[config.mk]
export PLATFORM = sky130hd
export DESIGN_NAME = rc_telemetry_slot_encoder
export DESIGN_NICKNAME = d
export VERILOG_FILES = /design/src/design/rcts_pkg.sv /design/src/design/rc_telemetry_slot_encoder.sv /design/src/design/rcts_front.sv /design/src/design/rcts_queue.sv /design/src/design/rcts_back.sv
export VERILOG_INCLUDE_DIRS = /design/src /design/src/design
export SDC_FILE = /design/constraint.sdc
export NUM_CORES = 2
export LEC_CHECK = 0
export BUFFER_PORTS_ARGS = -buffer_cell sky130_fd_sc_hd__buf_2
export CORE_MARGIN = 1.5
export CORE_UTILIZATION = 40
export CTS_BUF_LIST = sky130_fd_sc_hd__clkbuf_8
export DETAILED_ROUTE_END_ITERATION = 7
export PLACE_DENSITY_LB_ADDON = 0.2
export SLEW_MARGIN = 20
export SYNTH_ARGS = -nofsm -noshare
export SYNTH_HDL_FRONTEND = slang
export SYNTH_SLANG_ARGS = --single-unit
[constraint.sdc]
create_clock -name i_clk -period 17.25 [get_ports i_clk]
set_input_delay 2.5875 -clock i_clk [delete_from_list [all_inputs] [get_ports i_clk]]
set_output_delay 2.5875 -clock i_clk [all_outputs]
set_load 0.01 [all_outputs]
[src/design/rc_telemetry_slot_encoder_defines.svh]
// assertion macros for the telemetry slot encoder
`ifndef RC_TELEMETRY_SLOT_ENCODER_DEFINES_SVH
`define RC_TELEMETRY_SLOT_ENCODER_DEFINES_SVH

// same-cycle implication, disabled while in reset
`define RCTS_ASSERT_HOLDS(label, clk, rst_n, ante, cons, msg) \
    label: assert property (@(posedge clk) disable iff (!rst_n) (ante) |-> (cons)) \
        else $error(msg);

// next-cycle implication, disabled while in reset
`define RCTS_ASSERT_NEXT(label, clk, rst_n, ante, cons, msg) \
    label: assert property (@(posedge clk) disable iff (!rst_n) (ante) |=> (cons)) \
        else $error(msg);

`endif

[src/design/rcts_pkg.sv]
// shared types and constants for the telemetry slot encoder
`default_nettype none

package rcts_pkg;

    localparam int SLOT_COUNT  = 32;
    localparam int SLOT_W      = $clog2(SLOT_COUNT);
    localparam int MAX_SLOTS   = 8;
    localparam int IDX_W       = $clog2(MAX_SLOTS);
    localparam int QUEUE_DEPTH = 4;
    localparam int QUEUE_AW    = $clog2(QUEUE_DEPTH);

    localparam logic [31:0] RPM_RECIP  = 32'hAAAA_AAAB;
    localparam logic [18:0] DEG_RECIP  = 19'd274877;
    localparam logic [19:0] DEG_SCALE  = 20'd1000000;

    localparam logic [15:0] RPM_CAP    = 16'hFFFF;
    localparam logic [15:0] FLAG_4000  = 16'h4000;
    localparam logic [15:0] FLAG_8000  = 16'h8000;
    localparam logic [15:0] VOLT1_CAP  = 16'h9FFF;
    localparam logic [15:0] VOLT2_CAP  = 16'h1FFF;
    localparam logic [15:0] CURR_CAP   = 16'h3FFF;
    localparam logic [15:0] SPEED_CAP  = 16'h43E7;
    localparam logic [15:0] GPS_TIME   = 16'hB0F0;
    localparam logic [15:0] VARIO_MULT = 16'd10;

    typedef enum logic [2:0] {
        OP_RPM       = 3'd0,
        OP_TEMP      = 3'd1,
        OP_DUAL_VOLT = 3'd2,
        OP_CURRENT   = 3'd3,
        OP_GPS       = 3'd4,
        OP_VARIO     = 3'd5
    } t_op;

    typedef struct packed {
        logic [IDX_W-1:0]             last_idx;
        logic [SLOT_W-1:0]            base;
        logic [MAX_SLOTS-1:0][15:0]   words;
    } t_entry;

    function automatic logic [SLOT_W-1:0] base_to_slot(input logic [4:0] b);
        logic [6:0] x;
        x = 7'(b);
        for (int i = 0; i < 8; i++) begin
            if (x >= 7'(SLOT_COUNT)) begin
                x = x - 7'(SLOT_COUNT);
            end
        end
        return SLOT_W'(x);
    endfunction

endpackage

`default_nettype wire

[src/design/rc_telemetry_slot_encoder.sv]
// top level of the telemetry slot encoder
// a reading passes the divide pipeline and the queue, then its slots go one by one into the output register
// throughput: one reading per cycle at the input unless the queue is full, one slot per cycle at the output
// while the receiver is ready; a reading has 1 to 8 slots (gps has 8) in the output register
// a 4-entry queue decouples the 3-stage divide pipeline from the slot sequencer
// reset: synchronous active low, clears valid flags, queue pointers and slot index
`default_nettype none
`include "rc_telemetry_slot_encoder_defines.svh"

module rc_telemetry_slot_encoder import rcts_pkg::*; (
    input  wire logic               i_clk,
    input  wire logic               i_rst_n,
    input  wire logic               i_valid,
    output logic                    o_ready,
    input  wire logic [2:0]         i_op,
    input  wire logic [4:0]         i_base_slot,
    input  wire logic [31:0]        i_rpm,
    input  wire logic signed [15:0] i_temperature,
    input  wire logic [15:0]        i_first_word,
    input  wire logic [15:0]        i_second_word,
    input  wire logic [15:0]        i_capacity,
    input  wire logic [15:0]        i_speed,
    input  wire logic signed [15:0] i_altitude,
    input  wire logic signed [15:0] i_vario,
    input  wire logic signed [28:0] i_latitude,
    input  wire logic signed [28:0] i_longitude,
    output logic                    o_valid,
    input  wire logic               i_ready,
    output logic [4:0]              o_slot,
    output logic [7:0]              o_data_high,
    output logic [7:0]              o_data_low,
    output logic                    o_last
);

    logic   w_push;
    logic   w_pop;
    logic   w_full;
    logic   w_empty;
    t_entry w_entry;
    t_entry w_head;

    rcts_front u_front (
        .i_clk         (i_clk),
        .i_rst_n       (i_rst_n),
        .i_valid       (i_valid),
        .o_ready       (o_ready),
        .i_op          (i_op),
        .i_base_slot   (i_base_slot),
        .i_rpm         (i_rpm),
        .i_temperature (i_temperature),
        .i_first_word  (i_first_word),
        .i_second_word (i_second_word),
        .i_capacity    (i_capacity),
        .i_speed       (i_speed),
        .i_altitude    (i_altitude),
        .i_vario       (i_vario),
        .i_latitude    (i_latitude),
        .i_longitude   (i_longitude),
        .o_push        (w_push),
        .o_entry       (w_entry),
        .i_full        (w_full)
    );

    rcts_queue u_queue (
        .i_clk   (i_clk),
        .i_rst_n (i_rst_n),
        .i_push  (w_push),
        .i_entry (w_entry),
        .o_full  (w_full),
        .i_pop   (w_pop),
        .o_head  (w_head),
        .o_empty (w_empty)
    );

    rcts_back u_back (
        .i_clk       (i_clk),
        .i_rst_n     (i_rst_n),
        .i_head      (w_head),
        .i_empty     (w_empty),
        .o_pop       (w_pop),
        .o_valid     (o_valid),
        .i_ready     (i_ready),
        .o_slot      (o_slot),
        .o_data_high (o_data_high),
        .o_data_low  (o_data_low),
        .o_last      (o_last)
    );

    `RCTS_ASSERT_HOLDS(a_push_not_full, i_clk, i_rst_n, w_push, !w_full, "queue write while full")
    `RCTS_ASSERT_HOLDS(a_pop_not_empty, i_clk, i_rst_n, w_pop, !w_empty, "queue read while empty")
    `RCTS_ASSERT_NEXT(a_pop_frees_entry, i_clk, i_rst_n, w_full && w_pop && !w_push, !w_full, "queue still full after read")

endmodule

`default_nettype wire

[src/design/rcts_front.sv]
// front end: accepts readings, divides and builds the slot words
`default_nettype none

module rcts_front import rcts_pkg::*; (
    input  wire logic               i_clk,
    input  wire logic               i_rst_n,
    input  wire logic               i_valid,
    output logic                    o_ready,
    input  wire logic [2:0]         i_op,
    input  wire logic [4:0]         i_base_slot,
    input  wire logic [31:0]        i_rpm,
    input  wire logic signed [15:0] i_temperature,
    input  wire logic [15:0]        i_first_word,
    input  wire logic [15:0]        i_second_word,
    input  wire logic [15:0]        i_capacity,
    input  wire logic [15:0]        i_speed,
    input  wire logic signed [15:0] i_altitude,
    input  wire logic signed [15:0] i_vario,
    input  wire logic signed [28:0] i_latitude,
    input  wire logic signed [28:0] i_longitude,
    output logic                    o_push,
    output t_entry                  o_entry,
    input  wire logic               i_full
);

    typedef struct packed {
        t_op               op;
        logic [SLOT_W-1:0] base;
        logic [15:0]       temp, w1, w2, cap, spd, alt, vario;
        logic              lat_neg, lon_neg;
    } t_common;

    logic        w_adv;
    logic        w_known;
    logic [28:0] w_lat_raw, w_lon_raw, w_lat_m, w_lon_m;
    t_common     w_c0;

    logic        r1_v, r2_v, r3_v;
    t_common     r1_c, r2_c, r3_c;
    logic [31:0] r1_rpm;
    logic [28:0] r1_lat_m, r1_lon_m, r2_lat_m, r2_lon_m;
    logic [63:0] w_rpm_prod, r2_rpm_prod;
    logic [47:0] w_lat_prod, w_lon_prod;
    logic [9:0]  r2_lat_qp, r2_lon_qp, r3_lat_qp, r3_lon_qp;
    logic [29:0] w_rpm_q;
    logic [29:0] w_lat_qm, w_lon_qm;
    logic [15:0] r3_rpm_sat;
    logic [20:0] r3_lat_r0, r3_lon_r0;

    logic        w_lat_fix, w_lon_fix;
    logic [9:0]  w_lat_deg, w_lon_deg;
    logic [19:0] w_lat_r, w_lon_r;
    logic [15:0] w_v1, w_v2, w_curr, w_spd;
    t_entry      w_entry;

    assign w_adv   = !(r3_v && i_full);
    assign o_ready = w_adv;
    assign o_push  = r3_v && !i_full;
    assign o_entry = w_entry;

    always_comb begin
        unique case (i_op)
            OP_RPM, OP_TEMP, OP_DUAL_VOLT, OP_CURRENT, OP_GPS, OP_VARIO: w_known = 1'b1;
            default: w_known = 1'b0;
        endcase
    end

    assign w_lat_raw = i_latitude;
    assign w_lon_raw = i_longitude;
    assign w_lat_m   = w_lat_raw[28] ? (~w_lat_raw + 29'd1) : w_lat_raw;
    assign w_lon_m   = w_lon_raw[28] ? (~w_lon_raw + 29'd1) : w_lon_raw;

    always_comb begin
        w_c0         = '0;
        w_c0.op      = t_op'(i_op);
        w_c0.base    = base_to_slot(i_base_slot);
        w_c0.temp    = i_temperature;
        w_c0.w1      = i_first_word;
        w_c0.w2      = i_second_word;
        w_c0.cap     = i_capacity;
        w_c0.spd     = i_speed;
        w_c0.alt     = i_altitude;
        w_c0.vario   = i_vario;
        w_c0.lat_neg = w_lat_raw[28];
        w_c0.lon_neg = w_lon_raw[28];
    end

    // valid pipeline
    always_ff @(posedge i_clk) begin
        if (!i_rst_n) begin
            r1_v <= 1'b0;
            r2_v <= 1'b0;
            r3_v <= 1'b0;
        end else if (w_adv) begin
            r1_v <= i_valid && w_known;
            r2_v <= r1_v;
            r3_v <= r2_v;
        end
    end

    // reciprocal products
    assign w_rpm_prod = 64'(r1_rpm) * 64'(RPM_RECIP);
    assign w_lat_prod = 48'(r1_lat_m) * 48'(DEG_RECIP);
    assign w_lon_prod = 48'(r1_lon_m) * 48'(DEG_RECIP);

    // quotient estimate back to remainder
    assign w_rpm_q  = r2_rpm_prod[63:34];
    assign w_lat_qm = 30'(r2_lat_qp) * 30'(DEG_SCALE);
    assign w_lon_qm = 30'(r2_lon_qp) * 30'(DEG_SCALE);

    always_ff @(posedge i_clk) begin
        if (w_adv) begin
            r1_c        <= w_c0;
            r1_rpm      <= i_rpm;
            r1_lat_m    <= w_lat_m;
            r1_lon_m    <= w_lon_m;

            r2_c        <= r1_c;
            r2_rpm_prod <= w_rpm_prod;
            r2_lat_m    <= r1_lat_m;
            r2_lon_m    <= r1_lon_m;
            r2_lat_qp   <= w_lat_prod[47:38];
            r2_lon_qp   <= w_lon_prod[47:38];

            r3_c        <= r2_c;
            r3_rpm_sat  <= (|w_rpm_q[29:16]) ? RPM_CAP : w_rpm_q[15:0];
            r3_lat_qp   <= r2_lat_qp;
            r3_lon_qp   <= r2_lon_qp;
            r3_lat_r0   <= 21'(30'(r2_lat_m) - w_lat_qm);
            r3_lon_r0   <= 21'(30'(r2_lon_m) - w_lon_qm);
        end
    end

    // estimate is low by at most one
    assign w_lat_fix = r3_lat_r0 >= 21'(DEG_SCALE);
    assign w_lon_fix = r3_lon_r0 >= 21'(DEG_SCALE);
    assign w_lat_deg = w_lat_fix ? (r3_lat_qp + 10'd1) : r3_lat_qp;
    assign w_lon_deg = w_lon_fix ? (r3_lon_qp + 10'd1) : r3_lon_qp;
    assign w_lat_r   = w_lat_fix ? 20'(r3_lat_r0 - 21'(DEG_SCALE)) : 20'(r3_lat_r0);
    assign w_lon_r   = w_lon_fix ? 20'(r3_lon_r0 - 21'(DEG_SCALE)) : 20'(r3_lon_r0);

    assign w_v1   = ((r3_c.w1 | FLAG_8000) > VOLT1_CAP) ? VOLT1_CAP : (r3_c.w1 | FLAG_8000);
    assign w_v2   = (r3_c.w2 > VOLT2_CAP) ? VOLT2_CAP : r3_c.w2;
    assign w_curr = (r3_c.w1 > CURR_CAP) ? CURR_CAP : r3_c.w1;
    assign w_spd  = ((r3_c.spd | FLAG_4000) > SPEED_CAP) ? SPEED_CAP : (r3_c.spd | FLAG_4000);

    always_comb begin
        w_entry      = '0;
        w_entry.base = r3_c.base;
        unique case (r3_c.op)
            OP_RPM: begin
                w_entry.last_idx = IDX_W'(0);
                w_entry.words[0] = {r3_rpm_sat[7:0], r3_rpm_sat[15:8]};
            end
            OP_TEMP: begin
                w_entry.last_idx = IDX_W'(0);
                w_entry.words[0] = r3_c.temp | FLAG_4000;
            end
            OP_DUAL_VOLT: begin
                w_entry.last_idx = IDX_W'(1);
                w_entry.words[0] = w_v1;
                w_entry.words[1] = w_v2;
            end
            OP_CURRENT: begin
                w_entry.last_idx = IDX_W'(2);
                w_entry.words[0] = {2'b01, w_curr[13:8], w_curr[7:0]};
                w_entry.words[1] = r3_c.w2;
                w_entry.words[2] = r3_c.cap;
            end
            OP_GPS: begin
                w_entry.last_idx = IDX_W'(7);
                w_entry.words[0] = w_spd;
                w_entry.words[1] = r3_c.alt | FLAG_4000;
                w_entry.words[2] = GPS_TIME;
                w_entry.words[3] = r3_c.vario * VARIO_MULT;
                w_entry.words[4] = {w_lat_deg[7:0], 3'b000, r3_c.lat_neg, w_lat_r[19:16]};
                w_entry.words[5] = w_lat_r[15:0];
                w_entry.words[6] = {w_lon_deg[7:0], 3'b000, r3_c.lon_neg, w_lon_r[19:16]};
                w_entry.words[7] = w_lon_r[15:0];
            end
            OP_VARIO: begin
                w_entry.last_idx = IDX_W'(1);
                w_entry.words[0] = r3_c.vario;
                w_entry.words[1] = r3_c.alt | FLAG_4000;
            end
            default: begin
                w_entry.last_idx = IDX_W'(0);
            end
        endcase
    end

endmodule

`default_nettype wire

[src/design/rcts_queue.sv]
// small queue between front end and slot sequencer
`default_nettype none

module rcts_queue import rcts_pkg::*; (
    input  wire logic   i_clk,
    input  wire logic   i_rst_n,
    input  wire logic   i_push,
    input  wire t_entry i_entry,
    output logic        o_full,
    input  wire logic   i_pop,
    output t_entry      o_head,
    output logic        o_empty
);

    t_entry              r_mem [QUEUE_DEPTH];
    logic [QUEUE_AW:0]   r_wr, r_rd;

    assign o_empty = (r_wr == r_rd);
    assign o_full  = (r_wr[QUEUE_AW] != r_rd[QUEUE_AW]) &&
                     (r_wr[QUEUE_AW-1:0] == r_rd[QUEUE_AW-1:0]);
    assign o_head  = r_mem[r_rd[QUEUE_AW-1:0]];

    always_ff @(posedge i_clk) begin
        if (!i_rst_n) begin
            r_wr <= '0;
            r_rd <= '0;
        end else begin
            if (i_push) begin
                r_wr <= r_wr + 1'b1;
            end
            if (i_pop) begin
                r_rd <= r_rd + 1'b1;
            end
        end
    end

    always_ff @(posedge i_clk) begin
        if (i_push) begin
            r_mem[r_wr[QUEUE_AW-1:0]] <= i_entry;
        end
    end

endmodule

`default_nettype wire

[src/design/rcts_back.sv]
// back end: walks one queued reading slot by slot into the output register
`default_nettype none

module rcts_back import rcts_pkg::*; (
    input  wire logic   i_clk,
    input  wire logic   i_rst_n,
    input  wire t_entry i_head,
    input  wire logic   i_empty,
    output logic        o_pop,
    output logic        o_valid,
    input  wire logic   i_ready,
    output logic [4:0]  o_slot,
    output logic [7:0]  o_data_high,
    output logic [7:0]  o_data_low,
    output logic        o_last
);

    logic [IDX_W-1:0]  r_idx;
    logic [SLOT_W-1:0] r_slot_nxt;
    logic              r_valid;
    logic [SLOT_W-1:0] r_slot;
    logic [15:0]       r_word;
    logic              r_last;

    logic              w_load;
    logic              w_end;
    logic [SLOT_W-1:0] w_cur;

    assign w_load = !i_empty && (!r_valid || i_ready);
    assign w_end  = (r_idx == i_head.last_idx);
    assign w_cur  = (r_idx == '0) ? i_head.base : r_slot_nxt;
    assign o_pop  = w_load && w_end;

    always_ff @(posedge i_clk) begin
        if (!i_rst_n) begin
            r_valid <= 1'b0;
            r_idx   <= '0;
        end else begin
            if (w_load) begin
                r_valid <= 1'b1;
                r_idx   <= w_end ? '0 : (r_idx + 1'b1);
            end else if (i_ready) begin
                r_valid <= 1'b0;
            end
        end
    end

    always_ff @(posedge i_clk) begin
        if (w_load) begin
            r_slot     <= w_cur;
            r_word     <= i_head.words[r_idx];
            r_last     <= w_end;
            r_slot_nxt <= (w_cur == SLOT_W'(SLOT_COUNT - 1)) ? '0 : (w_cur + 1'b1);
        end
    end

    assign o_valid     = r_valid;
    assign o_slot      = 5'(r_slot);
    assign o_data_high = r_word[15:8];
    assign o_data_low  = r_word[7:0];
    assign o_last      = r_last;

endmodule

`default_nettype wire

# ---- Word-level counts from Yosys, hierarchy flattened
# Memory sizes are Yosys's and may differ from the RTL's. A register that Yosys moved wholly into a read port is not among the register bits.
# Cells that the tools add are included.
dict set report word_totals {
  regBits 696
  mem_bits_rw 544
  inputBits 214
  output_inout_bits 24
  word_cells 147
  mem_count 1
}
dict set report classes {
  addsub 12
  multipliers 6
  order_cmp 7
  eq_ne 15
  n_mux 26
  bitwise 2
  reduce_logical 19
}
# memory words word_bits read_ports rd_clocked_by_memory_dff write_ports line_no
set memory_table {}
lappend memory_table {u_queue.r_mem 4 136 1 1 1 rcts_queue.sv:15} ;# t_entry r_mem [QUEUE_DEPTH];
# cell count
set op_table {}
lappend op_table {{$mul 29x19->48 const B} 2}
lappend op_table {{$pmux 16 s6} 1}
lappend op_table {{$mux 80} 1}
lappend op_table {{$mul 32x32->64 const B} 1}
lappend op_table {{$add 29x1->29 const B} 2}
lappend op_table {{$not 29->29} 2}
lappend op_table {{$mux 28} 2}
lappend op_table {{$bmux 16 s3} 1}
lappend op_table {{$mux 16} 3}
lappend op_table {{$pmux 16 s3} 1}
lappend op_table {{$ge 21x20->1 const B} 2}
lappend op_table {{$sub 21x21->21} 2}
lappend op_table {{$mux 20} 2}
lappend op_table {{$sub 20x20->20 const B} 2}
lappend op_table {{$pmux 16 s2} 1}
lappend op_table {{$mul 10x14->15 const B} 2}
lappend op_table {{$add 8x1->8 const B} 2}
lappend op_table {{$gt 16x13->1 const B} 1}
lappend op_table {{$gt 16x14->1 const B} 1}
lappend op_table {{$gt 16x15->1 const B} 1}
lappend op_table {{$gt 16x16->1 const B} 1}
lappend op_table {{$mul 16x3->15 const B} 1}
lappend op_table {{$mux 8} 2}
lappend op_table {{$mux 15} 1}
lappend op_table {{other kinds (24)} 50}

# ---- Logic depth before layout (Yosys ltp)
dict set report logic_depth {
  word_depth 6
  depth_mapped 27
  depth_no_buf 27
}

# ---- Hierarchy
# From an unflattened synthesis, not the netlist that was laid out.
dict set report unflattened {
  hier_cells 5993
  hier_area_um2 81256.7
}
# mod n_inst cells_each area_each_um2
set modules_own_cells {}
lappend modules_own_cells {rcts_front 1 5106 59069.2}
lappend modules_own_cells {rcts_queue 1 751 19989.2}
lappend modules_own_cells {rcts_back 1 136 2198.4}

# ---- Least setup slack after synthesis
# Ideal clock, no wire load.
dict set report synth_timing {
  path_type {register to output}
  startpoint {register u_queue.r_wr[0]}
  endpoint {output port o_ready}
  t_arrival_ps 13571
  t_required_ps 14662
  slack_ps 1091
  stages_incl_launch_ff 4
  cell_sequence {dfxtp_1 xnor2_1 and3_1 nand2_1}
}
dict set report synth_via {
  elab_chain_cells 4
}
# element line_no
set synth_rtl {}
lappend synth_rtl {{start: declaration} rcts_queue.sv:16} ;# logic [QUEUE_AW:0] r_wr, r_rd;
lappend synth_rtl {{start signal: assignment} rcts_queue.sv:29} ;# r_wr <= r_wr + 1'b1;
lappend synth_rtl {{$eq 2x2->1} rcts_queue.sv:20} ;# (r_wr[QUEUE_AW-1:0] == r_rd[QUEUE_AW-1:0]);
lappend synth_rtl {{$logic_and 1x1->1} rcts_queue.sv:19} ;# assign o_full = (r_wr[QUEUE_AW] != r_rd[QUEUE_AW]) &&
lappend synth_rtl {{$logic_and 1x1->1} rcts_front.sv:56} ;# assign w_adv = !(r3_v && i_full);
lappend synth_rtl {{$logic_not 1->1} rcts_front.sv:56}
lappend synth_rtl {{end: declaration} rc_telemetry_slot_encoder.sv:14} ;# output logic o_ready,
# Every way passes these cells.

# ---- Final worst setup path
dict set report layout_timing {
  startpoint {register u_front.r1_rpm[13]}
  endpoint {register u_front.r2_rpm_prod[58], data pin}
}
dict set report layout_via {
  elab_chain_cells 1
}
# element line_no
set layout_rtl {}
lappend layout_rtl {{start: declaration} rcts_front.sv:40} ;# logic [31:0] r1_rpm;
lappend layout_rtl {{start signal: assignment} rcts_front.sv:114} ;# r1_rpm <= i_rpm;
lappend layout_rtl {{$mul 32x32->64} rcts_front.sv:102} ;# assign w_rpm_prod = 64'(r1_rpm) * 64'(RPM_RECIP);
lappend layout_rtl {{named net u_front.w_rpm_prod[58]} rcts_front.sv:42} ;# logic [63:0] w_rpm_prod, r2_rpm_prod;
lappend layout_rtl {{end signal: assignment} rcts_front.sv:119} ;# r2_rpm_prod <= w_rpm_prod;
lappend layout_rtl {{end: declaration} rcts_front.sv:42}
# The timed path passes the listed nets, and every way through them passes these cells.
# A chain may end at the register's enable or synchronous reset.

==> impl_metrics.json <==
{
  "min_from": "u_front.r2_c[99]$_DFFE_PN_",
  "synth_cells": 5875,
  "die_area_mm2": 0.201,
  "holdBufCountCts": 0,
  "cts_resized": 0,
  "startpoint_type": "flip-flop",
  "worst_slew_pin_slew_ns": 1.05,
  "hpwl_um": 143000,
  "drcViolationCount": 0,
  "placed_cell_area_mm2": 0.0839,
  "numCtsBuffers": 201,
  "die_y_um": 449,
  "io_buffers": 234,
  "synth_area_mm2": 0.0794,
  "hold_violations": 0,
  "via_count": 44400,
  "final_nets": 8113,
  "slowest_stage": "edfxtp_1",
  "cp_data_required_time_ns": 17.97,
  "drt_pass1_iterations": 7,
  "cts-root-buf": "clkbuf_8",
  "end_kind": "flip-flop",
  "timing.rr.start": "u_front.r1_rpm[13]$_DFFE_PN_",
  "syn_avg_cell_area_um2": 13.5,
  "synthToLayoutAreaGrowth_pct": 10.6,
  "antenna_left": 0,
  "layout_common_cells": "1,500 x inv_1, 1,156 x edfxtp_1, 852 x ha_1",
  "grt_pass1_vias": 48100,
  "outcome": "completed",
  "hp-class": "flip-flop to flip-flop",
  "crit_top_cell": "fa_1",
  "clock_sinks": 1171,
  "die-width_um": 449,
  "min_period_over_period_pct": 49.2,
  "crit_path_cell_trace": "ha_1 > xor2_1 > ha_1 > inv_1 > fa_1 > fa_1 > inv_1 > fa_1 > fa_1 > fa_1 > inv_1 > fa_1 > inv_1 > ha_1 > nand3_1 > or2_1 > or3b_1 > o32ai_2 > or3_4 > a31oi_2 > a21oi_1 > nor3_1 > a311o_1",
  "syn-num-nets": 7717,
  "synth-edff-count": 1156,
  "layout-drive-gt1-share_pct": 11.7,
  "fin_skew_ns": 0.0957,
  "grt_pass1_wl_um": 286000,
  "wl_per_cell_um": 20.4,
  "setup_slack_ns": 8.77,
  "yosysSeqAreaShare_pct": 44.1,
  "cts_tree": "built",
  "critPathLaunch": "u_front.r1_rpm[13]$_DFFE_PN_",
  "rsz0062_at_grt": "no",
  "place.gp.congestion": 0.887,
  "yosys_register_bits": 1171,
  "drt-initial-drc-count": 2746,
  "finalSetupViolations": 0,
  "ios": 238,
  "initial_core_util_pct": 40.3,
  "critPathKind": "flip-flop to flip-flop",
  "vias_per_cell": 4.90,
  "slew_headroom_pct": 29.5,
  "ys_types": 80,
  "clockBufferDepth": 3,
  "cp_slowest_stage_delay_ns": 0.62,
  "clkTransAtPathRegs_ns": 0.06,
  "layout_commonest_cell": "inv_1",
  "grt_usage_pct": 18.8,
  "grt_max_degree": 151,
  "drv_cap": 0,
  "async_flop_share_pct": 0,
  "synth_warnings": 0,
  "design_area_mm2": 0.0878,
  "fp.coreArea_mm2": 0.197,
  "fin_crit_ns": 8.48,
  "setup_tns_ns": 0,
  "antenna_found_initial": 13,
  "cts_setup_buffers": 0,
  "synth-main-ff-cell": "edfxtp_1",
  "clock_latency_ns": 0.98,
  "pre_cts_ws_ns": 8.77,
  "rows": 163,
  "arrival_ns": 9.20,
  "crit_fanout": 9,
  "fmax_mhz": 118,
  "finalMaxSlewViolations": 0,
  "htreeDepth": 4,
  "routed_wl_um": 185000,
  "grt_remaining_overflow": 0
}
cell usage after synthesis, drive strengths merged, types with 19 or more instances:
master  instances  area (µm²)
a211oi         22         170
a21o           48         360
a21oi         119         599
and2           38         238
and3           39         245
buf            19        77.6
clkbuf         60         225
edfxtp       1156       34700
fa            776       15500
ha            852       10700
inv          1440        5410
mux2           23         263
mux4          157        3540
nand2         147         552
nand2b         32         200
nand3          50         250
nand4          28         181
nor2          153         574
nor2b          39         244
nor3           40         200
o21ai         103         515
or2            24         150
xnor2         153        1340
xor2           89         780
metrics by stage:
step / hold slack, ns / util [%] / cells
2_1_floorplan: 0.400 / - / 5875
3_3_place_gp: 0.401 / 42.6 / 8708
3_5_place_dp: 0.405 / 42.6 / 8708
4_1_cts: 0.342 / 44.5 / 9063
5_1_grt: 0.370 / 44.5 / 9066
6_report: 0.353 / 44.5 / 9069
state kept, by name, indices dropped and copies added, names as in the netlist, 29 cells and up, named ones only:
register             cells
u_front.r1_rpm          32
u_front.r3_c           114
u_front.r2_c           119
u_queue.r_mem          516
u_front.r1_c           119
u_front.r1_lon_m        29
u_front.r2_rpm_prod     30
u_front.r1_lat_m        29
routing by layer:
metal,GRT usage [%],share of wire (%)
met5,0,0.0097
met4,5.66,2.6
met3,3.37,5.1
met2,31.3,49
met1,25.0,44
critical path: cells and delay by family (launching register included):
family                     cells  cell delay, ns
buffers and inverters          4            0.32
DFF                            1            0.62
xor gates and xnor gates       1            0.59
adders and majority gates      9            4.00
and+or+nand+nor                5            1.27
AOI/OAI and AO/OA              4            1.45
cell families (layout without fill, tap and decap cells):
kind of cell	count (synthesis)	in the layout	synth area share, %
DFF	1171	1171	44.1
AOI/OAI and AO/OA	466	466	3.90
adders and majority gates	1628	1628	33.0
buffers and inverters	1519	2067	7.19
other	0	6	0
and+or+nand+nor	652	652	4.16
muxes	197	197	5.00
xor gates and xnor gates	242	242	2.67
final cells by class:
class	count	area, µm²
Inverter	1440	5410
Fill cell	18100	109000
Tap cell	2640	3300
Antenna cell	6	15.0
Timing Repair Buffer	272	1470
Clock inverter	151	1100
Multi-Input combinational cell	3185	38700
Sequential cell	1171	35000
Clock buffer	204	2810
final timing paths:
kind / endpoint / slack (ns) / cells past startpoint
max: u_front.r2_rpm_prod[58]$_DFFE_PN_ / 8.77 / 23
min: u_front.r3_c[99]$_DFFE_PN_ / 0.35 / 0
max reg2reg: u_front.r2_rpm_prod[58]$_DFFE_PN_ / 8.77 / 23
min reg2reg: u_front.r3_c[99]$_DFFE_PN_ / 0.35 / 0
Power is not shown: default switching activity piles up to over one toggle a cycle in this logic, so the estimate is an artifact.
